===== config.mk =====
export PLATFORM = sky130hd
export DESIGN_NAME = tilt_gravity_fusion_filter_unit
export DESIGN_NICKNAME = d
export VERILOG_FILES = /design/src/rtl/tgf_pkg.sv /design/src/rtl/tgf_mul.sv /design/src/rtl/tgf_sqrt.sv /design/src/rtl/tilt_gravity_fusion_filter_unit.sv
export SDC_FILE = /design/constraint.sdc
export NUM_CORES = 2
export LEC_CHECK = 0
export CAP_MARGIN = 0
export CORE_ASPECT_RATIO = 0.8
export CORE_MARGIN = 4
export CORE_UTILIZATION = 59
export DETAILED_ROUTE_END_ITERATION = 16
export DONT_BUFFER_PORTS = 1
export PLACE_DENSITY = 0.87
export SETUP_SLACK_MARGIN = 0.1
export SLEW_MARGIN = 20
export SYNTH_ARGS = -nofsm -noshare
export SYNTH_HDL_FRONTEND = slang
export SYNTH_SLANG_ARGS = --single-unit

===== constraint.sdc =====
create_clock -name clk_i -period 7.4 [get_ports clk_i]
set_clock_uncertainty 0.1 [all_clocks]
set_input_delay 1.85 -clock clk_i [delete_from_list [all_inputs] [get_ports clk_i]]
set_output_delay 1.85 -clock clk_i [all_outputs]
set_load 0.03 [all_outputs]

===== src/rtl/tgf_pkg.sv =====
// shared constants, tables and types of the tilt and gravity fusion filter
`timescale 1ns / 1ps

package tgf_pkg;

  // cordic vectoring steps, at most the length of the arctangent table
  localparam int CORDIC_STEPS = 16;
  localparam int ATAN_LEN     = 24;
  localparam int CORDIC_RUN   = (CORDIC_STEPS < ATAN_LEN) ? CORDIC_STEPS : ATAN_LEN;

  // bit-serial multiplier: unsigned multiplier, signed multiplicand
  localparam int MUL_MP_W = 17;
  localparam int MUL_MC_W = 35;
  localparam int MUL_P_W  = 52;

  // bit-serial square root
  localparam int ROOT_RAD_W = 34;
  localparam int ROOT_W     = 17;
  localparam int ROOT_REM_W = 19;

  // gravity estimate width, counts in q.16
  localparam int GRAV_W = 34;
  // angle state width, degrees in q.16 within plus/minus 180
  localparam int ANG_W  = 25;
  // cordic datapath
  localparam int CORD_W = 36;
  localparam int ZANG_W = 26;

  // gyro increment division: rate * dt * 65536 / 131000000, rounded
  localparam int DIV_BITS = 26;
  localparam int DIV_REM_W = 28;
  localparam logic [DIV_REM_W-1:0] DIV_DEN  = 28'd131000000;
  localparam logic [MUL_P_W-1:0]   DIV_HALF = 52'd65500000;

  localparam logic signed [ZANG_W-1:0] ANG_MAX_Z = 26'sd11796480;
  localparam logic signed [ZANG_W-1:0] ANG_90_Z  = 26'sd5898240;

  // arctangent of 2^-i in q.16 degrees
  localparam logic [21:0] ATAN_TAB [ATAN_LEN] = '{
    22'd2949120, 22'd1740967, 22'd919879, 22'd466945, 22'd234379, 22'd117304,
    22'd58666, 22'd29335, 22'd14668, 22'd7334, 22'd3667, 22'd1833,
    22'd917, 22'd458, 22'd229, 22'd115, 22'd57, 22'd29,
    22'd14, 22'd7, 22'd4, 22'd2, 22'd1, 22'd0
  };

  // configuration register map
  localparam int CFG_ADDR_W = 2;
  localparam int CFG_DATA_W = 20;
  typedef enum logic [CFG_ADDR_W-1:0] {
    CFG_GRAVITY_KEEP  = 2'd0,
    CFG_BLEND_KEEP    = 2'd1,
    CFG_ELAPSED_LIMIT = 2'd2
  } cfg_idx_e;

  localparam logic [15:0] GRAVITY_KEEP_RST  = 16'd60293;
  localparam logic [15:0] BLEND_KEEP_RST    = 16'd64225;
  localparam logic [19:0] ELAPSED_LIMIT_RST = 20'd100000;

endpackage


===== src/rtl/tgf_mul.sv =====
// bit-serial shift-add multiplier, one multiplier bit per cycle
`timescale 1ns / 1ps

module tgf_mul (
  input  logic                                 clk_i,
  input  logic                                 rst_ni,
  input  logic                                 start_i,
  input  logic signed [tgf_pkg::MUL_MC_W-1:0]  mcand_i,
  input  logic        [tgf_pkg::MUL_MP_W-1:0]  mplier_i,
  output logic                                 done_o,
  output logic signed [tgf_pkg::MUL_P_W-1:0]   prod_o
);
  import tgf_pkg::*;

  logic        [MUL_MP_W-1:0] mp_q;
  logic signed [MUL_P_W-1:0]  mc_q;
  logic signed [MUL_P_W-1:0]  acc_q;

  // finished once no multiplier bits remain
  assign done_o = (mp_q == '0);
  assign prod_o = acc_q;

  // add the shifted multiplicand for each set multiplier bit
  always_ff @(posedge clk_i or negedge rst_ni) begin
    if (!rst_ni) begin
      mp_q  <= '0;
      mc_q  <= '0;
      acc_q <= '0;
    end else if (start_i) begin
      mp_q  <= mplier_i;
      mc_q  <= MUL_P_W'(mcand_i);
      acc_q <= '0;
    end else if (mp_q != '0) begin
      if (mp_q[0]) begin
        acc_q <= acc_q + mc_q;
      end
      mc_q <= mc_q <<< 1;
      mp_q <= mp_q >> 1;
    end
  end

endmodule


===== src/rtl/tgf_sqrt.sv =====
// bit-serial floor square root, one result bit per cycle
`timescale 1ns / 1ps

module tgf_sqrt (
  input  logic                               clk_i,
  input  logic                               rst_ni,
  input  logic                               start_i,
  input  logic [tgf_pkg::ROOT_RAD_W-1:0]     rad_i,
  output logic                               done_o,
  output logic [tgf_pkg::ROOT_W-1:0]         root_o
);
  import tgf_pkg::*;

  logic [4:0]            cnt_q;
  logic [ROOT_RAD_W-1:0] rad_q;
  logic [ROOT_REM_W-1:0] rem_q;
  logic [ROOT_W-1:0]     root_q;

  logic [ROOT_REM_W+1:0] rem_sh;
  logic [ROOT_REM_W+1:0] trial;
  logic                  fits;
  logic [ROOT_REM_W+1:0] rem_sub;

  assign done_o = (cnt_q == '0);
  assign root_o = root_q;

  // bring down two radicand bits and try the next root bit
  always_comb begin
    rem_sh  = {rem_q, rad_q[ROOT_RAD_W-1 -: 2]};
    trial   = {2'b00, root_q, 2'b01};
    fits    = (rem_sh >= trial);
    rem_sub = rem_sh - trial;
  end

  always_ff @(posedge clk_i or negedge rst_ni) begin
    if (!rst_ni) begin
      cnt_q  <= '0;
      rad_q  <= '0;
      rem_q  <= '0;
      root_q <= '0;
    end else if (start_i) begin
      cnt_q  <= 5'(ROOT_W);
      rad_q  <= rad_i;
      rem_q  <= '0;
      root_q <= '0;
    end else if (cnt_q != '0) begin
      cnt_q  <= cnt_q - 5'd1;
      rad_q  <= rad_q << 2;
      rem_q  <= fits ? rem_sub[ROOT_REM_W-1:0] : rem_sh[ROOT_REM_W-1:0];
      root_q <= {root_q[ROOT_W-2:0], fits};
    end
  end

endmodule


===== src/rtl/tilt_gravity_fusion_filter_unit.sv =====
// top level: gravity removal, magnitudes and pitch/roll complementary filter
//
//   channel  direction  handshake                payload
//   in       input      in_valid_i / in_ready_o   accel_x/y/z, gyro_x/y, elapsed_us
//   out      output     out_valid_o / out_ready_i motion_x/y/z, magnitudes, pitch, roll
//   cfg      input      cfg_we_i                  cfg_addr_i, cfg_wdata_i
//
// one transaction at a time. all products go through one shared bit-serial
// multiplier (one multiplier bit per cycle up to the highest set bit, so
// small operands finish sooner), roots through a bit-serial square root,
// then 16 cordic steps and a bit-serial restoring divider per angle. a
// finished result sits in the output register, so the next transaction is
// taken while it waits. asynchronous active-low reset clears all filter state.
`timescale 1ns / 1ps

module tilt_gravity_fusion_filter_unit (
  input  logic                              clk_i,
  input  logic                              rst_ni,
  input  logic                              cfg_we_i,
  input  logic [tgf_pkg::CFG_ADDR_W-1:0]    cfg_addr_i,
  input  logic [tgf_pkg::CFG_DATA_W-1:0]    cfg_wdata_i,
  input  logic                              in_valid_i,
  output logic                              in_ready_o,
  input  logic signed [15:0]                accel_x_i,
  input  logic signed [15:0]                accel_y_i,
  input  logic signed [15:0]                accel_z_i,
  input  logic signed [15:0]                gyro_x_i,
  input  logic signed [15:0]                gyro_y_i,
  input  logic        [19:0]                elapsed_us_i,
  output logic                              out_valid_o,
  input  logic                              out_ready_i,
  output logic signed [16:0]                motion_x_o,
  output logic signed [16:0]                motion_y_o,
  output logic signed [16:0]                motion_z_o,
  output logic        [16:0]                motion_magnitude_o,
  output logic        [15:0]                total_magnitude_o,
  output logic signed [16:0]                pitch_deg_o,
  output logic signed [16:0]                roll_deg_o
);
  import tgf_pkg::*;

  typedef enum logic [3:0] {
    ST_IDLE, ST_GMUL, ST_GWAIT, ST_SMUL, ST_SWAIT, ST_ROOT, ST_RWAIT,
    ST_CPRE, ST_CITER, ST_DMUL, ST_DWAIT, ST_DIV, ST_BMUL, ST_BWAIT, ST_OUT
  } state_e;

  // configuration registers
  logic [15:0] gravity_keep_q;
  logic [15:0] blend_keep_q;
  logic [19:0] elapsed_limit_q;

  always_ff @(posedge clk_i or negedge rst_ni) begin
    if (!rst_ni) begin
      gravity_keep_q  <= GRAVITY_KEEP_RST;
      blend_keep_q    <= BLEND_KEEP_RST;
      elapsed_limit_q <= ELAPSED_LIMIT_RST;
    end else if (cfg_we_i) begin
      unique case (cfg_idx_e'(cfg_addr_i))
        CFG_GRAVITY_KEEP:  gravity_keep_q  <= cfg_wdata_i[15:0];
        CFG_BLEND_KEEP:    blend_keep_q    <= cfg_wdata_i[15:0];
        CFG_ELAPSED_LIMIT: elapsed_limit_q <= cfg_wdata_i;
        default: ;
      endcase
    end
  end

  state_e state_q;
  logic [2:0] sel_q;
  logic       ang_q;
  logic [4:0] cnt_q;

  logic signed [15:0] accel_q [3];
  logic signed [15:0] gx_q, gy_q;
  logic        [19:0] dt_q;

  logic signed [GRAV_W-1:0] grav_q [3];
  logic signed [16:0]       mot_q [3];
  logic [ROOT_RAD_W-1:0]    sum_raw_q, sum_mot_q, sum_xz_q;
  logic [15:0]              total_q;
  logic [16:0]              motmag_q;
  logic [16:0]              h_q;
  logic signed [ANG_W-1:0]  pitch_q, roll_q;

  logic signed [CORD_W-1:0] cx_q, cy_q;
  logic signed [ZANG_W-1:0] cz_q;
  logic signed [ZANG_W-1:0] accang_q;
  logic [DIV_REM_W-1:0]     rem_q;
  logic [DIV_BITS-1:0]      num_q;
  logic [DIV_BITS-1:0]      quo_q;

  logic out_valid_q;
  logic signed [16:0] mx_out_q, my_out_q, mz_out_q, pitch_out_q, roll_out_q;
  logic [16:0]        motmag_out_q;
  logic [15:0]        total_out_q;

  // shared arithmetic units
  logic                       mul_start, mul_done;
  logic signed [MUL_MC_W-1:0] mul_mcand;
  logic [MUL_MP_W-1:0]        mul_mplier;
  logic signed [MUL_P_W-1:0]  mul_prod;
  logic                       sqrt_start, sqrt_done;
  logic [ROOT_RAD_W-1:0]      sqrt_rad;
  logic [ROOT_W-1:0]          sqrt_root;

  tgf_mul u_mul (
    .clk_i    (clk_i),
    .rst_ni   (rst_ni),
    .start_i  (mul_start),
    .mcand_i  (mul_mcand),
    .mplier_i (mul_mplier),
    .done_o   (mul_done),
    .prod_o   (mul_prod)
  );

  tgf_sqrt u_sqrt (
    .clk_i   (clk_i),
    .rst_ni  (rst_ni),
    .start_i (sqrt_start),
    .rad_i   (sqrt_rad),
    .done_o  (sqrt_done),
    .root_o  (sqrt_root)
  );

  // datapath helpers
  logic [1:0]               axis_idx;
  logic signed [GRAV_W-1:0] accel_sh;
  logic signed [GRAV_W-1:0] grav_diff;
  logic signed [MUL_P_W-1:0] g_sum;
  logic signed [GRAV_W-1:0] g_new;
  logic signed [GRAV_W-1:0] g_rnd;
  logic signed [16:0]       mot_new;
  logic signed [16:0]       sq_src;
  logic [16:0]              sq_abs;
  logic signed [15:0]       gyro_sel;
  logic [16:0]              gyro_abs;
  logic signed [ANG_W-1:0]  angle_sel;
  logic signed [DIV_BITS:0] inc;
  logic signed [27:0]       blend_diff;
  logic signed [MUL_P_W-1:0] b_sum;
  logic signed [ANG_W-1:0]  angle_new;
  logic signed [16:0]       x0, y0, x1, y1;
  logic signed [ZANG_W-1:0] z1;
  logic                     vec_zero;
  logic signed [CORD_W-1:0] xs, ys, cx_n, cy_n;
  logic signed [ZANG_W-1:0] tab_z, cz_n, cz_clamp;
  logic [MUL_P_W-1:0]       div_num;
  logic [DIV_REM_W-1:0]     rem_sh;
  logic                     div_fit;
  logic                     ang_update;
  logic signed [ZANG_W-1:0] pitch_rnd, roll_rnd;

  always_comb begin
    axis_idx = (sel_q < 3'd3) ? sel_q[1:0] : 2'(sel_q - 3'd3);

    // gravity low pass: g' = a*65536 + round(k * (g - a*65536) / 65536)
    accel_sh  = {{2{accel_q[axis_idx][15]}}, accel_q[axis_idx], 16'b0};
    grav_diff = grav_q[axis_idx] - accel_sh;
    g_sum     = MUL_P_W'(accel_sh) + ((mul_prod + 52'sd32768) >>> 16);
    g_new     = g_sum[GRAV_W-1:0];
    g_rnd     = (g_new + 34'sd32768) >>> 16;
    mot_new   = 17'({accel_q[axis_idx][15], accel_q[axis_idx]}) - g_rnd[16:0];

    // operand of the squares: raw axes first, then motion components
    sq_src = (sel_q < 3'd3) ? {accel_q[axis_idx][15], accel_q[axis_idx]} : mot_q[axis_idx];
    sq_abs = sq_src[16] ? 17'(~sq_src + 17'sd1) : 17'(sq_src);

    // angle update operands
    gyro_sel   = ang_q ? gy_q : gx_q;
    gyro_abs   = gyro_sel[15] ? 17'(-{gyro_sel[15], gyro_sel}) : {1'b0, gyro_sel};
    angle_sel  = ang_q ? roll_q : pitch_q;
    inc        = gyro_sel[15] ? -$signed({1'b0, quo_q}) : $signed({1'b0, quo_q});
    blend_diff = 28'(angle_sel) + 28'(inc) - 28'(accang_q);
    b_sum      = MUL_P_W'(accang_q) + ((mul_prod + 52'sd32768) >>> 16);
    if (b_sum > MUL_P_W'(ANG_MAX_Z)) begin
      angle_new = ANG_W'(ANG_MAX_Z);
    end else if (b_sum < -MUL_P_W'(ANG_MAX_Z)) begin
      angle_new = ANG_W'(-ANG_MAX_Z);
    end else begin
      angle_new = b_sum[ANG_W-1:0];
    end

    ang_update = (dt_q != '0) && (dt_q < elapsed_limit_q);

    // atan2 vector: pitch uses (ay, h), roll uses (-ax, az)
    if (!ang_q) begin
      y0 = {accel_q[1][15], accel_q[1]};
      x0 = $signed(h_q);
    end else begin
      y0 = -{accel_q[0][15], accel_q[0]};
      x0 = {accel_q[2][15], accel_q[2]};
    end
    vec_zero = (x0 == '0) && (y0 == '0);
    x1 = x0;
    y1 = y0;
    z1 = '0;
    // rotate into the right half plane
    if (x0[16]) begin
      if (!y0[16]) begin
        x1 = y0;
        y1 = -x0;
        z1 = ANG_90_Z;
      end else begin
        x1 = -y0;
        y1 = x0;
        z1 = -ANG_90_Z;
      end
    end

    // one cordic vectoring step
    xs    = cx_q >>> cnt_q;
    ys    = cy_q >>> cnt_q;
    tab_z = ZANG_W'(ATAN_TAB[cnt_q]);
    if (cy_q > 36'sd0) begin
      cx_n = cx_q + ys;
      cy_n = cy_q - xs;
      cz_n = cz_q + tab_z;
    end else begin
      cx_n = cx_q - ys;
      cy_n = cy_q + xs;
      cz_n = cz_q - tab_z;
    end
    if (cz_n > ANG_MAX_Z) begin
      cz_clamp = ANG_MAX_Z;
    end else if (cz_n < -ANG_MAX_Z) begin
      cz_clamp = -ANG_MAX_Z;
    end else begin
      cz_clamp = cz_n;
    end

    // rounded dividend and one restoring division step
    div_num = {mul_prod[MUL_P_W-17:0], 16'b0} + DIV_HALF;
    rem_sh  = {rem_q[DIV_REM_W-2:0], num_q[DIV_BITS-1]};
    div_fit = (rem_sh >= DIV_DEN);

    // output rounding of the angles
    pitch_rnd = (ZANG_W'(pitch_q) + 26'sd128) >>> 8;
    roll_rnd  = (ZANG_W'(roll_q) + 26'sd128) >>> 8;
  end

  // multiplier and root operand selection
  always_comb begin
    mul_start  = 1'b0;
    mul_mcand  = '0;
    mul_mplier = '0;
    sqrt_start = (state_q == ST_ROOT);
    unique case (sel_q[1:0])
      2'd0:    sqrt_rad = sum_raw_q;
      2'd1:    sqrt_rad = sum_mot_q;
      default: sqrt_rad = sum_xz_q;
    endcase
    unique case (state_q)
      ST_GMUL: begin
        mul_start  = 1'b1;
        mul_mcand  = MUL_MC_W'(grav_diff);
        mul_mplier = {1'b0, gravity_keep_q};
      end
      ST_SMUL: begin
        mul_start  = 1'b1;
        mul_mcand  = MUL_MC_W'({1'b0, sq_abs});
        mul_mplier = sq_abs;
      end
      ST_DMUL: begin
        mul_start  = 1'b1;
        mul_mcand  = MUL_MC_W'({1'b0, dt_q});
        mul_mplier = gyro_abs;
      end
      ST_BMUL: begin
        mul_start  = 1'b1;
        mul_mcand  = MUL_MC_W'(blend_diff);
        mul_mplier = {1'b0, blend_keep_q};
      end
      default: ;
    endcase
  end

  assign in_ready_o = (state_q == ST_IDLE);

  // sequencer with filter state and output register
  always_ff @(posedge clk_i or negedge rst_ni) begin
    if (!rst_ni) begin
      state_q      <= ST_IDLE;
      sel_q        <= '0;
      ang_q        <= 1'b0;
      cnt_q        <= '0;
      accel_q      <= '{default: '0};
      gx_q         <= '0;
      gy_q         <= '0;
      dt_q         <= '0;
      grav_q       <= '{default: '0};
      mot_q        <= '{default: '0};
      sum_raw_q    <= '0;
      sum_mot_q    <= '0;
      sum_xz_q     <= '0;
      total_q      <= '0;
      motmag_q     <= '0;
      h_q          <= '0;
      pitch_q      <= '0;
      roll_q       <= '0;
      cx_q         <= '0;
      cy_q         <= '0;
      cz_q         <= '0;
      accang_q     <= '0;
      rem_q        <= '0;
      num_q        <= '0;
      quo_q        <= '0;
      out_valid_q  <= 1'b0;
      mx_out_q     <= '0;
      my_out_q     <= '0;
      mz_out_q     <= '0;
      motmag_out_q <= '0;
      total_out_q  <= '0;
      pitch_out_q  <= '0;
      roll_out_q   <= '0;
    end else begin
      // result taken; in the output state a new one replaces it instead
      if (out_valid_q && out_ready_i && state_q != ST_OUT) begin
        out_valid_q <= 1'b0;
      end
      unique case (state_q)
        ST_IDLE: begin
          if (in_valid_i) begin
            accel_q   <= '{accel_x_i, accel_y_i, accel_z_i};
            gx_q      <= gyro_x_i;
            gy_q      <= gyro_y_i;
            dt_q      <= elapsed_us_i;
            sel_q     <= '0;
            ang_q     <= 1'b0;
            sum_raw_q <= '0;
            sum_mot_q <= '0;
            sum_xz_q  <= '0;
            state_q   <= ST_GMUL;
          end
        end
        ST_GMUL: state_q <= ST_GWAIT;
        ST_GWAIT: begin
          if (mul_done) begin
            grav_q[axis_idx] <= g_new;
            mot_q[axis_idx]  <= mot_new;
            if (sel_q == 3'd2) begin
              sel_q   <= '0;
              state_q <= ST_SMUL;
            end else begin
              sel_q   <= sel_q + 3'd1;
              state_q <= ST_GMUL;
            end
          end
        end
        ST_SMUL: state_q <= ST_SWAIT;
        ST_SWAIT: begin
          if (mul_done) begin
            if (sel_q < 3'd3) begin
              sum_raw_q <= sum_raw_q + mul_prod[ROOT_RAD_W-1:0];
              if (sel_q != 3'd1) begin
                sum_xz_q <= sum_xz_q + mul_prod[ROOT_RAD_W-1:0];
              end
            end else begin
              sum_mot_q <= sum_mot_q + mul_prod[ROOT_RAD_W-1:0];
            end
            if (sel_q == 3'd5) begin
              sel_q   <= '0;
              state_q <= ST_ROOT;
            end else begin
              sel_q   <= sel_q + 3'd1;
              state_q <= ST_SMUL;
            end
          end
        end
        ST_ROOT: state_q <= ST_RWAIT;
        ST_RWAIT: begin
          if (sqrt_done) begin
            priority if (sel_q == 3'd0) begin
              total_q <= sqrt_root[15:0];
              sel_q   <= 3'd1;
              state_q <= ST_ROOT;
            end else if (sel_q == 3'd1) begin
              motmag_q <= sqrt_root;
              if (ang_update) begin
                sel_q   <= 3'd2;
                state_q <= ST_ROOT;
              end else begin
                state_q <= ST_OUT;
              end
            end else begin
              h_q     <= sqrt_root;
              ang_q   <= 1'b0;
              state_q <= ST_CPRE;
            end
          end
        end
        ST_CPRE: begin
          cx_q  <= {{3{x1[16]}}, x1, 16'b0};
          cy_q  <= {{3{y1[16]}}, y1, 16'b0};
          cz_q  <= z1;
          cnt_q <= '0;
          if (vec_zero) begin
            accang_q <= '0;
            state_q  <= ST_DMUL;
          end else begin
            state_q <= ST_CITER;
          end
        end
        ST_CITER: begin
          cx_q <= cx_n;
          cy_q <= cy_n;
          cz_q <= cz_n;
          if (cnt_q == 5'(CORDIC_RUN - 1)) begin
            accang_q <= cz_clamp;
            state_q  <= ST_DMUL;
          end else begin
            cnt_q <= cnt_q + 5'd1;
          end
        end
        ST_DMUL: state_q <= ST_DWAIT;
        ST_DWAIT: begin
          if (mul_done) begin
            rem_q   <= {2'b00, div_num[MUL_P_W-1:DIV_BITS]};
            num_q   <= div_num[DIV_BITS-1:0];
            quo_q   <= '0;
            cnt_q   <= '0;
            state_q <= ST_DIV;
          end
        end
        ST_DIV: begin
          rem_q <= div_fit ? (rem_sh - DIV_DEN) : rem_sh;
          quo_q <= {quo_q[DIV_BITS-2:0], div_fit};
          num_q <= num_q << 1;
          if (cnt_q == 5'(DIV_BITS - 1)) begin
            state_q <= ST_BMUL;
          end else begin
            cnt_q <= cnt_q + 5'd1;
          end
        end
        ST_BMUL: state_q <= ST_BWAIT;
        ST_BWAIT: begin
          if (mul_done) begin
            if (!ang_q) begin
              pitch_q <= angle_new;
              ang_q   <= 1'b1;
              state_q <= ST_CPRE;
            end else begin
              roll_q  <= angle_new;
              state_q <= ST_OUT;
            end
          end
        end
        ST_OUT: begin
          if (!out_valid_q || out_ready_i) begin
            mx_out_q     <= mot_q[0];
            my_out_q     <= mot_q[1];
            mz_out_q     <= mot_q[2];
            motmag_out_q <= motmag_q;
            total_out_q  <= total_q;
            pitch_out_q  <= pitch_rnd[16:0];
            roll_out_q   <= roll_rnd[16:0];
            out_valid_q  <= 1'b1;
            state_q      <= ST_IDLE;
          end
        end
        default: state_q <= ST_IDLE;
      endcase
    end
  end

  assign out_valid_o        = out_valid_q;
  assign motion_x_o         = mx_out_q;
  assign motion_y_o         = my_out_q;
  assign motion_z_o         = mz_out_q;
  assign motion_magnitude_o = motmag_out_q;
  assign total_magnitude_o  = total_out_q;
  assign pitch_deg_o        = pitch_out_q;
  assign roll_deg_o         = roll_out_q;

endmodule


==> impl_table.tex <==
\begin{tabular}{lr}
\hline
Metric & Value \\
\hline
\multicolumn{2}{l}{\textbf{GRT}} \\
\quad Pin count of the biggest net entering global routing & 232 \\
\quad Total grt overflow & 0 \\
\quad Via count of the first global-routing pass & 65.9k \\
\quad Initial antenna violation count & 32 \\
\quad Wire length of the first global-routing pass & 406,000 um \\
\quad Total GRT Usage & about two fifths \\
\multicolumn{2}{l}{\textbf{Setup path}} \\
\quad Crit-path slowest cell & sky130\_fd\_sc\_hd\_\_or4\_4 \\
\quad Kind of capture point of the worst setup path & flop \\
\quad Largest incremental delay on the critical path & 0.58 ns \\
\quad Type of the worst setup path & flop to flop \\
\quad Ordered cell list for the critical path & buf\_12 -> buf\_12 -> mux4\_2 -> mux2i\_1 -> a2bb2oi\_1 -> o211a\_1 -> nand4b\_2 -> or4\_4 -> o21ai\_0 -> xor2\_1 -> ha\_1 -> a221o\_1 -> or2\_2 -> a221oi\_1 -> o22ai\_1 -> a21oi\_1 -> o21ai\_0 -> or2\_2 -> a21o\_1 -> a21oi\_1 -> xor2\_1 -> o22ai\_1 \\
\quad Worst-path maximum fanout & 33 \\
\quad Startpoint type of the worst setup path & flop \\
\quad Data arrival at the endpoint of the critical path & 7.53 ns \\
\quad Data required time of the critical path & around 8 ns \\
\multicolumn{2}{l}{\textbf{Timing}} \\
\quad Number of endpoints with negative hold slack in the final report & 0 \\
\quad Worst-case headroom to the max-slew limit & 9.61\% \\
\quad Final setup violation count & 0 \\
\quad Time the final worst path needs with I/O delays and setup & 7.00 ns \\
\quad RSZ-0062 raised after global routing & no \\
\quad Slew of the pin with the lowest slew margin & 1.36 ns \\
\quad Total Neg Setup Slack & 0 ns \\
\quad Portion of the clock cycle consumed by the worst path in the final layout & approximately 95\% \\
\quad Fmax & 0.143 GHz \\
\quad Final Max Slew Viols & 0 \\
\multicolumn{2}{l}{\textbf{Synth}} \\
\quad Number of synthesized register bits & 1,033 \\
\quad Cells after synthesis & roughly 8.5k \\
\quad Synthesized cell area & 76,500 um2 \\
\quad Number of enable-type register cells in the synthesized netlist & 0 \\
\quad Synth unique cells & 109 \\
\quad Main flop type after synthesis & sky130\_fd\_sc\_hd\_\_dfrtp\_1 \\
\quad Post-Syn Nets & 9,115 \\
\quad Proportion of register bits with asynchronous set or reset after synthesis & 100\% \\
\quad Warnings, synthesis & 0 \\
\quad Mean area per synthesized cell & between 8 and 9 um2 \\
\quad Sequential fraction of the synthesis area & about a third \\
\multicolumn{2}{l}{\textbf{Status}} \\
\quad Result of the run & finished, final reports clean \\
\multicolumn{2}{l}{\textbf{Clock network}} \\
\quad Source-to-sink clock delay at the later pin of the worst-skew pair & 0.79 ns \\
\quad Number of buffers on the longest clock path & 3 \\
\quad Post-CTS clock slew at the launch and capture registers of the worst setup and hold paths & 0.08 ns \\
\quad Clock tree root buffer cell & sky130\_fd\_sc\_hd\_\_clkbuf\_16 \\
\quad \# H-tree levels & 3 \\
\quad Clock buffers created by TritonCTS & 107 \\
\quad \# hold bufs at CTS & 0 \\
\quad TritonCTS clock tree & yes \\
\quad Number of sinks driven by the clock tree & 1,033 \\
\multicolumn{2}{l}{\textbf{Cells and area}} \\
\quad Fraction of layout instances using a drive strength above 1 & 11.7\% \\
\quad Fill cells & 10.1k \\
\quad Synthesis-to-finish area growth & 7.96\% \\
\quad Post-route cell area & approximately 83,000 um2 \\
\quad Count of nets after finishing & 8,938 \\
\multicolumn{2}{l}{\textbf{Route}} \\
\quad Via count & 70.8k \\
\quad Number of search-and-repair iterations in the first detailed-routing pass & 9 \\
\quad Via density & 6.96 \\
\quad DRC violations left & 0 \\
\quad Overall routed net length & approximately 270,000 um \\
\quad Post-DR wirelength/cell & 26.5 um \\
\quad Final antenna-violating net count & 0 \\
\quad Starting DRT DRC Count & 10.3k \\
\multicolumn{2}{l}{\textbf{Die}} \\
\quad Standard cell core area & 128,000 um2 \\
\quad Row count & around 120 \\
\quad Horizontal die dimension & 411 um \\
\quad Die area & 136,000 um2 \\
\quad Height of the chip & 330 um \\
\quad I/O pins & 247 \\
\quad Starting utilization of the core area & 59.8\% \\
\multicolumn{2}{l}{\textbf{Job}} \\
\quad \# Max-Cap Violations & 0 \\
\multicolumn{2}{l}{\textbf{Place}} \\
\quad \# port buffers & 0 \\
\quad Final weighted congestion in routability-driven placement & 1.02 \\
\quad Final HPWL DP & around 200,000 um \\
\quad Cell area after placement & about 80,000 um2 \\
\multicolumn{2}{l}{\textbf{Power and ir drop}} \\
\quad Total leakage power & 37.1 nW \\
\quad Power Density & 541 nW/um2 \\
\quad Max VDD drop & 0.540 mV \\
\multicolumn{2}{l}{\textbf{Min path}} \\
\quad HP Class & flop to flop \\
\hline
\end{tabular}
-- kinds of logic after synthesis --
| kind of cell | Yosys count | share of synthesized area, % |
|---|---|---|
| flops | 1033 | 33.8 |
| xor+xnor | 595 | 6.81 |
| compound gates | 2592 | 21.9 |
| simple gates | 2400 | 14.5 |
| fa+ha+maj | 469 | 8.04 |
| mux | 690 | 11.1 |
| buf+inv | 740 | 3.86 |
-- metrics by stage --
step	setup WS [ns]	util (%)	instances	total power, W	hold WS (ns)
CTS	0.102	64.2	10100	0.0433	0.379
floorplan	0.342	-	8519	0.0287	0.344
global route	0.116	64.5	10200	0.0472	0.401
global placement	0.518	61.2	9943	0.0363	0.357
detailed placement	0.245	61.2	9943	0.0371	0.364
finish	0.398	64.5	10200	0.0447	0.377
-- synthesized netlist by cell type (103+ instances only) --
cell | instances | area [um2]
sky130_fd_sc_hd__a22o_1 | 133 | 1160
sky130_fd_sc_hd__nor3_1 | 151 | 756
sky130_fd_sc_hd__inv_1 | 281 | 1050
sky130_fd_sc_hd__a31oi_1 | 103 | 644
sky130_fd_sc_hd__xnor2_1 | 350 | 3070
sky130_fd_sc_hd__clkbuf_1 | 342 | 1280
sky130_fd_sc_hd__a21oi_1 | 599 | 3000
sky130_fd_sc_hd__ha_1 | 431 | 5390
sky130_fd_sc_hd__dfrtp_1 | 1008 | 25200
sky130_fd_sc_hd__mux2_2 | 360 | 4050
sky130_fd_sc_hd__nand3_1 | 171 | 856
sky130_fd_sc_hd__mux2i_1 | 240 | 2400
sky130_fd_sc_hd__xor2_1 | 245 | 2150
sky130_fd_sc_hd__a21o_1 | 210 | 1580
sky130_fd_sc_hd__a211oi_1 | 120 | 901
sky130_fd_sc_hd__nor2_1 | 545 | 2050
sky130_fd_sc_hd__o21ai_0 | 687 | 3440
sky130_fd_sc_hd__nand2_1 | 966 | 3630
-- flip-flops by register name, summed over array words and instances, names as in the netlist, 36 cells and up --
register	cells
accel_q	48
cx_q	36
cy_q	36
grav_q	102
mot_q	51
u_mul.mc_q	52
u_mul.prod_o	52
-- critical path, delay by kind of cell (launching register included) --
family,cells,cell delay (ns)
buffers and inverters,2,0.42
xor gates and xnor gates,2,0.33
muxes,2,0.87
DFF,1,0.56
AOI/OAI and AO/OA,11,2.84
adders and majority gates,1,0.31
and+or+nand+nor,4,1.39
-- final timing paths --
kind / startpoint / end / slack, ns / depth (start not counted)
setup reg to reg: cnt_q[0]$_DFFE_PN0P_ / cx_q[31]$_DFFE_PN0P_ / 0.40 / 22
min in group asynchronous: rst_ni / gy_q[4]$_DFFE_PN0P_ / 0.70 / 0
hold reg to reg: total_q[13]$_DFFE_PN0P_ / total_q[13]$_DFFE_PN0P_ / 0.38 / 2
max in group asynchronous: rst_ni / motion_x_o[10]$_DFFE_PN0P_ / 2.86 / 5
setup / recovery: cnt_q[0]$_DFFE_PN0P_ / cx_q[31]$_DFFE_PN0P_ / 0.40 / 22
hold / removal: total_q[13]$_DFFE_PN0P_ / total_q[13]$_DFFE_PN0P_ / 0.38 / 2
-- final cells by class --
type / count / area (um2) / area share [%]
clock inverters: 58 / 831 / 1.01
multi-input cells: 6746 / 48000 / 58.1
well taps: 1725 / 2160 / 2.61
clock buffers: 141 / 2990 / 3.61
diodes: 19 / 47.5 / 0.0575
repair buffers: 172 / 1610 / 1.95
inverters: 282 / 1060 / 1.28
flip-flops and latches: 1033 / 25900 / 31.3
-- layout by cell type (no fill, tap or decap), types with 50 or more instances in the layout --
cell / Yosys / layout
sky130_fd_sc_hd__nor2b_1: 62 / 61
sky130_fd_sc_hd__clkbuf_16: 0 / 108
sky130_fd_sc_hd__mux2_2: 360 / 360
sky130_fd_sc_hd__a31oi_1: 103 / 101
sky130_fd_sc_hd__nor3_1: 151 / 141
sky130_fd_sc_hd__o21bai_1: 56 / 55
sky130_fd_sc_hd__nand2_1: 966 / 961
sky130_fd_sc_hd__mux2i_1: 240 / 239
sky130_fd_sc_hd__a21o_1: 210 / 209
sky130_fd_sc_hd__nand3_1: 171 / 167
sky130_fd_sc_hd__and3_1: 72 / 71
sky130_fd_sc_hd__o22ai_1: 56 / 56
sky130_fd_sc_hd__or3_1: 50 / 50
sky130_fd_sc_hd__inv_1: 281 / 281
sky130_fd_sc_hd__xor2_1: 245 / 244
sky130_fd_sc_hd__a22o_1: 133 / 133
sky130_fd_sc_hd__o31ai_1: 57 / 57
sky130_fd_sc_hd__o21ai_0: 687 / 683
sky130_fd_sc_hd__o21a_1: 70 / 70
sky130_fd_sc_hd__mux4_2: 84 / 84
sky130_fd_sc_hd__ha_1: 431 / 431
sky130_fd_sc_hd__buf_4: 3 / 151
sky130_fd_sc_hd__dfrtp_1: 1008 / 1000
sky130_fd_sc_hd__a211oi_1: 120 / 120
sky130_fd_sc_hd__xnor2_1: 350 / 345
sky130_fd_sc_hd__nand4_1: 62 / 62
sky130_fd_sc_hd__a21oi_1: 599 / 592
sky130_fd_sc_hd__o211ai_1: 92 / 92
sky130_fd_sc_hd__nor2_1: 545 / 536
sky130_fd_sc_hd__nand2b_1: 74 / 74
-- power by group --
part           switching [W]  internal, W  leakage (nW)
combinational         0.0181       0.0113          21.6
clock                0.00256      0.00343          1.85
sequential           0.00234      0.00701          13.6
-- metal layers --
metal	global-route usage [%]	wire length (um)
met5	0	345
met2	53.0	108000
met4	14.9	11900
met1	54.1	109000
met3	15.1	40400
-- what timing repair did --
| action | 4_1_cts | 5_1_grt |
|---|---|---|
| setup buffers | 0 | 10 |
| gates resized for setup | 0 | 16 |
| endpoints found under the setup margin | 0 | 34 |
Power figures use the tool's default switching activity.
